<file path="config.mk">
export PLATFORM = sky130hd
export DESIGN_NAME = pcm_player_with_pop_free_ramps_top
export DESIGN_NICKNAME = d
export VERILOG_FILES = /design/src/rtl/pcmp_pkg.sv /design/src/rtl/pcmp_frame_dec.sv /design/src/rtl/pcmp_seq.sv /design/src/rtl/pcm_player_with_pop_free_ramps_top.sv
export SDC_FILE = /design/constraint.sdc
export NUM_CORES = 1
export LEC_CHECK = 0
export BUFFER_PORTS_ARGS = -buffer_cell sky130_fd_sc_hd__buf_2
export CELL_PAD_IN_SITES_DETAIL_PLACEMENT = 1
export CELL_PAD_IN_SITES_GLOBAL_PLACEMENT = 1
export CORE_MARGIN = 4
export CORE_UTILIZATION = 50
export DETAILED_ROUTE_END_ITERATION = 12
export MAX_ROUTING_LAYER = met4
export PLACE_DENSITY = 0.92
export SLEW_MARGIN = 20
export SYNTH_ARGS = -nofsm -noshare
export SYNTH_HDL_FRONTEND = slang
export SYNTH_HIERARCHICAL = 1
export SYNTH_SLANG_ARGS = --single-unit
export TNS_END_PERCENT = 10
</file>
<file path="constraint.sdc">
create_clock -name clk -period 6.4 [get_ports clk]
set_clock_uncertainty 0.2 [all_clocks]
set_input_delay 0.96 -clock clk [delete_from_list [all_inputs] [get_ports clk]]
set_output_delay 0.96 -clock clk [all_outputs]
set_load 0.01 [all_outputs]
</file>
<file path="src/rtl/pcmp_pkg.sv">
// Shared types and constants for the PCM player with soft start and stop ramps.
// No dependencies; imported by every module of the block.
package pcmp_pkg;

    localparam int SampleW = 16;
    localparam int PhaseW  = 2;
    localparam int ShiftW  = 4;
    localparam int CfgIdxW = 2;

    // Sequencer phases
    localparam logic [PhaseW-1:0] PH_IDLE = 2'd0;
    localparam logic [PhaseW-1:0] PH_UP   = 2'd1;
    localparam logic [PhaseW-1:0] PH_PLAY = 2'd2;
    localparam logic [PhaseW-1:0] PH_DOWN = 2'd3;

    // Input opcodes
    localparam logic OP_TICK  = 1'b0;
    localparam logic OP_START = 1'b1;

    // Configuration register indexes
    localparam logic [CfgIdxW-1:0] CFG_SAMPLE_16BIT = 2'd0;
    localparam logic [CfgIdxW-1:0] CFG_STEREO       = 2'd1;
    localparam logic [CfgIdxW-1:0] CFG_SAMPLE_SHIFT = 2'd2;
    localparam logic [CfgIdxW-1:0] CFG_FRAME_COUNT  = 2'd3;

    typedef struct packed {
        logic              sample_16bit;
        logic              stereo;
        logic [ShiftW-1:0] sample_shift;
        logic [SampleW-1:0] frame_count;
    } cfg_t;

    typedef struct packed {
        logic [SampleW-1:0] left_duty;
        logic [SampleW-1:0] right_duty;
        logic [PhaseW-1:0]  phase;
        logic               frame_taken;
        logic               start_accepted;
    } res_t;

endpackage

</file>
<file path="src/rtl/pcmp_frame_dec.sv">
// Frame decoder: turns the offered raw samples into 16-bit levels.
// Depends on pcmp_pkg (cfg_t, widths).
module pcmp_frame_dec
    import pcmp_pkg::*;
(
    input  cfg_t               cfg,
    input  logic [SampleW-1:0] left_sample,
    input  logic [SampleW-1:0] right_sample,
    output logic [SampleW-1:0] left_level,
    output logic [SampleW-1:0] right_level
);

    logic [SampleW-1:0] left_conv;
    logic [SampleW-1:0] right_conv;

    // Use the raw word in 16-bit mode, else shift the low byte, keeping 16 bits
    always_comb
    begin
        if (cfg.sample_16bit)
        begin
            left_conv  = left_sample;
            right_conv = right_sample;
        end
        else
        begin
            left_conv  = {8'd0, left_sample[7:0]} << cfg.sample_shift;
            right_conv = {8'd0, right_sample[7:0]} << cfg.sample_shift;
        end
    end

    // Copy left to right in mono
    assign left_level  = left_conv;
    assign right_level = cfg.stereo ? right_conv : left_conv;

endmodule

</file>
<file path="src/rtl/pcmp_seq.sv">
// Playback sequencer: phase, ramp levels, targets and frame index, one step per item.
// Depends on pcmp_pkg and pcmp_frame_dec.
module pcmp_seq
    import pcmp_pkg::*;
(
    input  logic               clk,
    input  logic               rst_n,
    input  cfg_t               cfg,
    input  logic               advance,
    input  logic               op,
    input  logic [SampleW-1:0] left_sample,
    input  logic [SampleW-1:0] right_sample,
    output res_t               res
);

    logic [PhaseW-1:0]  phase_reg,    phase_next;
    logic [SampleW-1:0] left_lvl_reg, left_lvl_next;
    logic [SampleW-1:0] right_lvl_reg, right_lvl_next;
    logic [SampleW-1:0] left_tgt_reg, left_tgt_next;
    logic [SampleW-1:0] right_tgt_reg, right_tgt_next;
    logic [SampleW-1:0] frame_idx_reg, frame_idx_next;
    logic [SampleW-1:0] left_frame;
    logic [SampleW-1:0] right_frame;
    logic               taken;
    logic               accepted;

    pcmp_frame_dec u_dec (
        .cfg          (cfg),
        .left_sample  (left_sample),
        .right_sample (right_sample),
        .left_level   (left_frame),
        .right_level  (right_frame)
    );

    // Compute the state after this item
    always_comb
    begin
        phase_next     = phase_reg;
        left_lvl_next  = left_lvl_reg;
        right_lvl_next = right_lvl_reg;
        left_tgt_next  = left_tgt_reg;
        right_tgt_next = right_tgt_reg;
        frame_idx_next = frame_idx_reg;
        taken          = 1'b0;
        accepted       = 1'b0;
        if (op == OP_START)
        begin
            // Start only from idle; capture the frame as targets
            if (phase_reg == PH_IDLE)
            begin
                accepted       = 1'b1;
                phase_next     = PH_UP;
                frame_idx_next = '0;
                left_lvl_next  = '0;
                right_lvl_next = '0;
                left_tgt_next  = left_frame;
                right_tgt_next = right_frame;
            end
        end
        else
        begin
            unique case (phase_reg)
                PH_UP:
                begin
                    if (left_lvl_reg < left_tgt_reg)
                        left_lvl_next = left_lvl_reg + 16'd1;
                    if (right_lvl_reg < right_tgt_reg)
                        right_lvl_next = right_lvl_reg + 16'd1;
                    if (left_lvl_next == left_tgt_reg && right_lvl_next == right_tgt_reg)
                        phase_next = PH_PLAY;
                end
                PH_PLAY:
                begin
                    if (frame_idx_reg >= cfg.frame_count)
                        phase_next = PH_DOWN;
                    else
                    begin
                        left_lvl_next  = left_frame;
                        right_lvl_next = right_frame;
                        taken          = 1'b1;
                    end
                    frame_idx_next = frame_idx_reg + 16'd1;
                end
                PH_DOWN:
                begin
                    if (left_lvl_reg != '0)
                        left_lvl_next = left_lvl_reg - 16'd1;
                    if (right_lvl_reg != '0)
                        right_lvl_next = right_lvl_reg - 16'd1;
                    if (left_lvl_next == '0 && right_lvl_next == '0)
                        phase_next = PH_IDLE;
                end
                default:
                begin
                    // Idle tick: hold everything
                end
            endcase
        end
    end

    // Advance state on each input transfer
    always_ff @(posedge clk or negedge rst_n)
    begin
        if (!rst_n)
        begin
            phase_reg     <= PH_IDLE;
            left_lvl_reg  <= '0;
            right_lvl_reg <= '0;
            left_tgt_reg  <= '0;
            right_tgt_reg <= '0;
            frame_idx_reg <= '0;
        end
        else if (advance)
        begin
            phase_reg     <= phase_next;
            left_lvl_reg  <= left_lvl_next;
            right_lvl_reg <= right_lvl_next;
            left_tgt_reg  <= left_tgt_next;
            right_tgt_reg <= right_tgt_next;
            frame_idx_reg <= frame_idx_next;
        end
    end

    assign res.left_duty      = left_lvl_next;
    assign res.right_duty     = right_lvl_next;
    assign res.phase          = phase_next;
    assign res.frame_taken    = taken;
    assign res.start_accepted = accepted;

endmodule

</file>
<file path="src/rtl/pcm_player_with_pop_free_ramps_top.sv">
// The result is registered: it appears on the output register in the cycle after the input transfer.
// Throughput: one item per cycle while the input is not stalled; the sequencer state updates in the cycle an
// item is taken, so each item sees the state its predecessor left.
// Input stalls only while the output register holds a result that is stalled.
// Reset (rst_n low, asynchronous): idle phase, levels, targets, frame index and
// configuration registers cleared, output register empty.
module pcm_player_with_pop_free_ramps_top
    import pcmp_pkg::*;
(
    input  logic               clk,
    input  logic               rst_n,
    input  logic               in_valid,
    output logic               in_stall,
    input  logic               op,
    input  logic [SampleW-1:0] left_sample,
    input  logic [SampleW-1:0] right_sample,
    output logic               out_valid,
    input  logic               out_stall,
    output logic [SampleW-1:0] left_duty,
    output logic [SampleW-1:0] right_duty,
    output logic [PhaseW-1:0]  phase,
    output logic               frame_taken,
    output logic               start_accepted,
    input  logic               cfg_valid,
    output logic               cfg_ready,
    input  logic [CfgIdxW-1:0] cfg_index,
    input  logic [SampleW-1:0] cfg_data
);

    cfg_t cfg_reg;
    res_t res;
    res_t res_reg;
    logic out_valid_reg;
    logic in_xfer;

    assign cfg_ready = 1'b1;
    assign in_stall  = out_valid_reg && out_stall;
    assign in_xfer   = in_valid && !in_stall;

    // Write configuration registers
    always_ff @(posedge clk or negedge rst_n)
    begin
        if (!rst_n)
            cfg_reg <= '0;
        else if (cfg_valid && cfg_ready)
        begin
            unique case (cfg_index)
                CFG_SAMPLE_16BIT: cfg_reg.sample_16bit <= cfg_data[0];
                CFG_STEREO:       cfg_reg.stereo       <= cfg_data[0];
                CFG_SAMPLE_SHIFT: cfg_reg.sample_shift <= cfg_data[ShiftW-1:0];
                CFG_FRAME_COUNT:  cfg_reg.frame_count  <= cfg_data;
                default:          cfg_reg              <= cfg_reg;
            endcase
        end
    end

    pcmp_seq u_seq (
        .clk          (clk),
        .rst_n        (rst_n),
        .cfg          (cfg_reg),
        .advance      (in_xfer),
        .op           (op),
        .left_sample  (left_sample),
        .right_sample (right_sample),
        .res          (res)
    );

    // Hold the output valid until the result transfers
    always_ff @(posedge clk or negedge rst_n)
    begin
        if (!rst_n)
            out_valid_reg <= 1'b0;
        else if (in_xfer)
            out_valid_reg <= 1'b1;
        else if (!out_stall)
            out_valid_reg <= 1'b0;
    end

    // Load the result register on each input transfer
    always_ff @(posedge clk)
    begin
        if (in_xfer)
            res_reg <= res;
    end

    assign out_valid      = out_valid_reg;
    assign left_duty      = res_reg.left_duty;
    assign right_duty     = res_reg.right_duty;
    assign phase          = res_reg.phase;
    assign frame_taken    = res_reg.frame_taken;
    assign start_accepted = res_reg.start_accepted;

    // An accepted start always opens a ramp from zero
    a_start_ramp: assert property (@(posedge clk) disable iff (!rst_n)
        out_valid && start_accepted |-> phase == PH_UP && left_duty == '0 && right_duty == '0)
        else $error("start accepted without a zero ramp-up");

    // Frames are consumed only while playing
    a_taken_play: assert property (@(posedge clk) disable iff (!rst_n)
        out_valid && frame_taken |-> phase == PH_PLAY && !start_accepted)
        else $error("frame taken outside playback");

    // A held result is not overwritten while stalled
    a_hold_result: assert property (@(posedge clk) disable iff (!rst_n)
        out_valid && out_stall |=> out_valid && $stable(res_reg))
        else $error("stalled result changed");

endmodule
</file>
# Word-level counts from Yosys, hierarchy flattened
# Cells that the tools add are included.
dict set report totals {
  regBits 141
  input_bits 56
  out_inout_bits 39
  elab_cells 92
}
dict set report classes {
  addsub 5
  magnitude_cmp 3
  n_eq_ne 10
  shift 2
  muxes 36
  bitwise 1
  n_reduce_logical 19
}
# op n
set op_table {}
lappend op_table {{$mux W16} 24}
lappend op_table {{$pmux W16 S3} 2}
lappend op_table {{$add A16 B1 Y16 const B} 3}
lappend op_table {{$eq A16 B16 Y1} 2}
lappend op_table {{$logic_not A16 Y1} 2}
lappend op_table {{$lt A16 B16 Y1} 2}
lappend op_table {{$reduce_bool A16 Y1} 2}
lappend op_table {{$shl A8 B4 Y16} 2}
lappend op_table {{$sub A16 B1 Y16 const B} 2}
lappend op_table {{$ge A16 B16 Y1} 1}
lappend op_table {{$mux W2} 5}
lappend op_table {{$eq A2 B2 Y1 const B} 4}
lappend op_table {{$reduce_and A2 Y1} 4}
lappend op_table {{$pmux W2 S3} 1}
lappend op_table {{$reduce_and A3 Y1} 2}
lappend op_table {{$eq A2 B1 Y1 const B} 2}
lappend op_table {{$logic_and A1 B1 Y1} 4}
lappend op_table {{$logic_not A2 Y1} 2}
lappend op_table {{$mux W1} 4}
lappend op_table {{$ne A2 B1 Y1 const B} 2}
lappend op_table {{$reduce_bool A2 Y1} 1}
lappend op_table {{$reduce_or A2 Y1} 1}
lappend op_table {{$logic_not A1 Y1} 1}
lappend op_table {{$not A1 Y1} 1}

# Longest topological paths before layout
dict set report depth {
  word_depth 9
  depth_mapped 15
  ltp_nobuf 12
}

# Cells and area by module
# The synthesis kept the hierarchy.
# module instances cells_per_inst area_each_um2 seq_area_each_um2
set modules_own_cells {}
lappend modules_own_cells {pcmp_seq 1 1052 7932.6 2052.0}
lappend modules_own_cells {pcm_player_with_pop_free_ramps_top 1 91 2023.2 1656.6}
lappend modules_own_cells {pcmp_frame_dec 1 202 1473.9 0.0}

# Worst setup path after synthesis
# Ideal clock, no wire load.
dict set report synth_path {
  kind {input-to-reg}
  startpoint {in out_stall}
  endpoint {reg u_seq.frame_idx_reg[15]}
  setup_time_ps 78
  arrival_time_ps 4809
  t_required_ps 6122
  path_slack_ps 1313
  path_stages 10
  n_path_buf 0
  cell_sequence {and2_1 -> nor2b_1 -> inv_1 -> nor2_1 -> and3_1 -> and3_1 -> nor2b_1 -> nand3_1 -> or3_1 -> a21oi_1}
}
dict set report synth_via {
  elab_chain_len 4
}
# element line
set synth_lines {}
lappend synth_lines {{start, declared} pcm_player_with_pop_free_ramps_top.sv:18} ;# input logic out_stall,
lappend synth_lines {{$logic_and A1 B1 Y1} pcm_player_with_pop_free_ramps_top.sv:37} ;# assign in_stall = out_valid_reg && out_stall;
lappend synth_lines {{$logic_not A1 Y1} pcm_player_with_pop_free_ramps_top.sv:38} ;# assign in_xfer = in_valid && !in_stall;
lappend synth_lines {{$logic_and A1 B1 Y1} pcm_player_with_pop_free_ramps_top.sv:38}
lappend synth_lines {{via in_xfer} pcm_player_with_pop_free_ramps_top.sv:34} ;# logic in_xfer;
lappend synth_lines {{$reduce_and A3 Y1 (no line)} n/a}
lappend synth_lines {{end signal, assigned} pcmp_seq.sv:120} ;# frame_idx_reg <= frame_idx_next;
lappend synth_lines {{end, declared} pcmp_seq.sv:21} ;# logic [SampleW-1:0] frame_idx_reg, frame_idx_next;
# The timed path passes the listed nets, and every way through them passes these cells.
# A chain may end at the register's enable or synchronous reset.

==> qor.yml <==
status:
  status: "finished, final reports clean"
cts:
  cts_max_level: 4
  postCtsSetupRepairBufs: 0
  clk_latency_ns: 0.44
  clk_pin_slew_ns: 0.07
  cts_root_buffer: "clkbuf_16"
  clk_path_buf_depth: 2
  cts_sinks: 141
  hold_buffers: 0
  cts_buffers: 17
  ctsResizeCount: 0
  cts_tree: "built"
detailed_routing:
  drtIter0Drc: 1165
  wl_um: 44300
  antenna_left: 0
  dr.pass1.iters: 5
  post_drt_wl_per_cell_um: 26.4
  drc: 0
  vias: 11300
  via_per_inst: 6.73
finish:
  area_growth_pct: 10.0
  largest_reg_flops: 22
  fin_nets: 1485
  final_util_pct: 55.7
  drive_gt1_share_pct: 15.4
  fill_cells: 2697
  stdcell_count: 1677
setup_path:
  arrival_ns: 4.56
  cp-end-kind: "register"
  cp_cell_sequence: "ha_1, a211oi_1, o21ai_0, a221oi_2, nand2_1, nor4_1, xnor2_1, nand4_1, a2111oi_0, nand4_1, a221o_1"
  crit_top_cell: "nand4_1"
  critical_path_required_ns: 6.38
  critPathKind: "reg -> reg"
  crit_path_max_fanout: 16
  critPathSlowestCell: "nor4_1"
  cp-start-kind: "register"
  cp_slowest_stage_delay_ns: 0.65
floorplanning:
  ios: 95
  start_util_pct: 50.6
  core-area_sq_um: 22600
  row_count: 55
  die_area_sq_um: 25300
  die-width_um: 159
  die_h_um: 159
synthesis:
  synthXorXnorAreaFrac_pct: 6.51
  synthArstFlopShare_pct: 74.5
  synthTopCellsByArea: "dfrtp_1 23%, edfxtp_1 9.5%, nand2_1 5.8%"
  syn_nets: 1452
  synth_cell_type_count: 88
  synth_top_area_share_pct: 23.0
  synth_cells: 1345
  muxShareOfSynthArea_pct: 7.49
  ys.warnings.count: 6
  syn_area_sq_um: 11400
  synthAdderAreaFrac_pct: 5.67
  ys.flop_type: "dfrtp_1"
  avgSynthCellArea_sq_um: 8.50
  synth_edf_count: 36
  synth-simple-area-share_pct: 20.0
  synth_top_family_by_area: "compound AO/OA/AOI/OAI gates"
  synth_compound_area_share_pct: 21.4
  yosys.area.top_type: "dfrtp_1"
  ys_seq_area_share_pct: 32.4
  synth_seq_cells: 141
timing:
  whs_ns: 0.311
  setup_viol: 0
  finalSetupTns_ns: 0
  hold_viol_final: 0
  rsz0062_at_grt: "false"
  slew_headroom_pct: 23.8
  tightest_slew_ns: 1.13
  fin_crit_sh_pct: 71.5
  min_period_ns: 4.57
  timing.fmax_ghz: 0.219
  slew_viol_final: 0
global_routing:
  grt_pass1_vias: 11600
  grt_max_degree: 57
  grtUsageTotal_pct: 35.6
  grt_pass1_wl_um: 68800
  gr-total-overflow: 0
  grt_antenna_before_repair: 1
place:
  place_congestion: 0.975
  io_buffers: 93
  placedCellCount: 1643
  dp_hpwl_um: 31600
power_and_ir_drop:
  power_density_nw_per_um2: 306
  leakage_uw: 0.00550
  ir_drop_v: 0.000142
run:
  max_cap_violations: 0
worst_hold_path:
  min_path_type: "reg -> reg"
## logic make-up (layout without fill, tap and decap cells)
logic type	after synthesis	count (layout)
adder cells (fa/ha/maj)	52	52
flip-flops	141	141
XOR/XNOR	85	85
AND/OR/NAND/NOR	469	469
AO/OA/AOI/OAI	362	362
other	1	2
multiplexers	67	67
buffers and inverters	168	214
## final cells by class
cell class | instances | area [sq um] | area share [%]
Antenna cell | 1 | 2.50 | 0.0199
Inverter | 71 | 267 | 2.12
Clock inverter | 13 | 136 | 1.08
Sequential cell | 141 | 3710 | 29.5
Clock buffer | 19 | 475 | 3.78
Tap cell | 285 | 357 | 2.84
Timing Repair Buffer | 111 | 623 | 4.95
Multi-Input combinational cell | 1036 | 7010 | 55.7
## worst paths after layout
check / startpoint / end / slack (ns) / cells after the start
worst max-delay path: u_seq/right_lvl_reg[3] / phase[0] / 1.83 / 11
worst min-delay path: cfg_reg[9] / cfg_reg[9] / 0.31 / 1
worst max register to register: u_seq/right_lvl_reg[3] / phase[0] / 1.83 / 11
worst min register to register: cfg_reg[9] / cfg_reg[9] / 0.31 / 1
max in group asynchronous: rst_n / u_seq/right_tgt_reg[10] / 4.38 / 2
min in group asynchronous: rst_n / u_seq/left_tgt_reg[2] / 0.38 / 1
## metal layers
layer	GRT usage (%)	vias to the layer above	part of all wire [%]
li1	-	4927	-
met1	43.6	5614	39
met2	56.2	584	47
met3	6.68	164	7.6
met4	18.7	0	5.8
met5	-	-	0
## placed cells by master, fill, tap and decap left out, types with 20 or more instances in the layout
cell type and count:
a21o_1 23, a21oi_1 54, a22o_1 25, a22oi_1 20
buf_2 92, dfrtp_1 105, edfxtp_1 36, ha_1 51
inv_1 70, mux2_2 23, mux2i_1 24, nand2_1 176
nand3_1 32, nor2_1 97, nor3_1 24, o21ai_0 99
xnor2_1 51, xor2_1 34
## where the power goes
part           internal (uW)  switching, uW
Clock                    567            470
Sequential              1060            196
Combinational            580            970
## synth_stat cells, types with 8 or more instances
cell	instances
o21a_1	9
buf_2	20
and3_1	16
nor2b_1	16
nand4_1	19
nor4_1	11
a22o_1	25
nand2b_1	13
or3_1	10
ha_1	51
nor2_1	98
a31oi_1	14
a211oi_1	9
nor3_1	24
o211ai_1	13
a21o_1	23
edfxtp_1	36
mux2_2	23
o31ai_1	14
inv_1	70
xnor2_1	51
mux4_2	8
nand3_1	32
nand2_1	176
xor2_1	34
mux2i_1	24
a22oi_1	20
dfrtp_1	105
mux2_4	11
clkbuf_1	56
a21oi_1	54
o21ai_0	100
o22ai_1	14
## through the flow
stage	setup WS, ns	total power, uW	cell area (sq um)
finish	1.83	3840	12600
global route	1.52	4040	12600
CTS	1.93	3810	12500
detailed placement	1.96	2740	11900
global placement	1.99	2680	11900
floorplan	1.31	2240	11400
## worst max-delay path: cells and delay by family (launching register included)
family,cells,cell delay [ns]
compound gates,5,1.51
simple gates,4,1.46
flops,1,0.59
fa+ha+maj,1,0.33
xor+xnor,1,0.23
No activity file was read; power rests on OpenSTA's default activity.
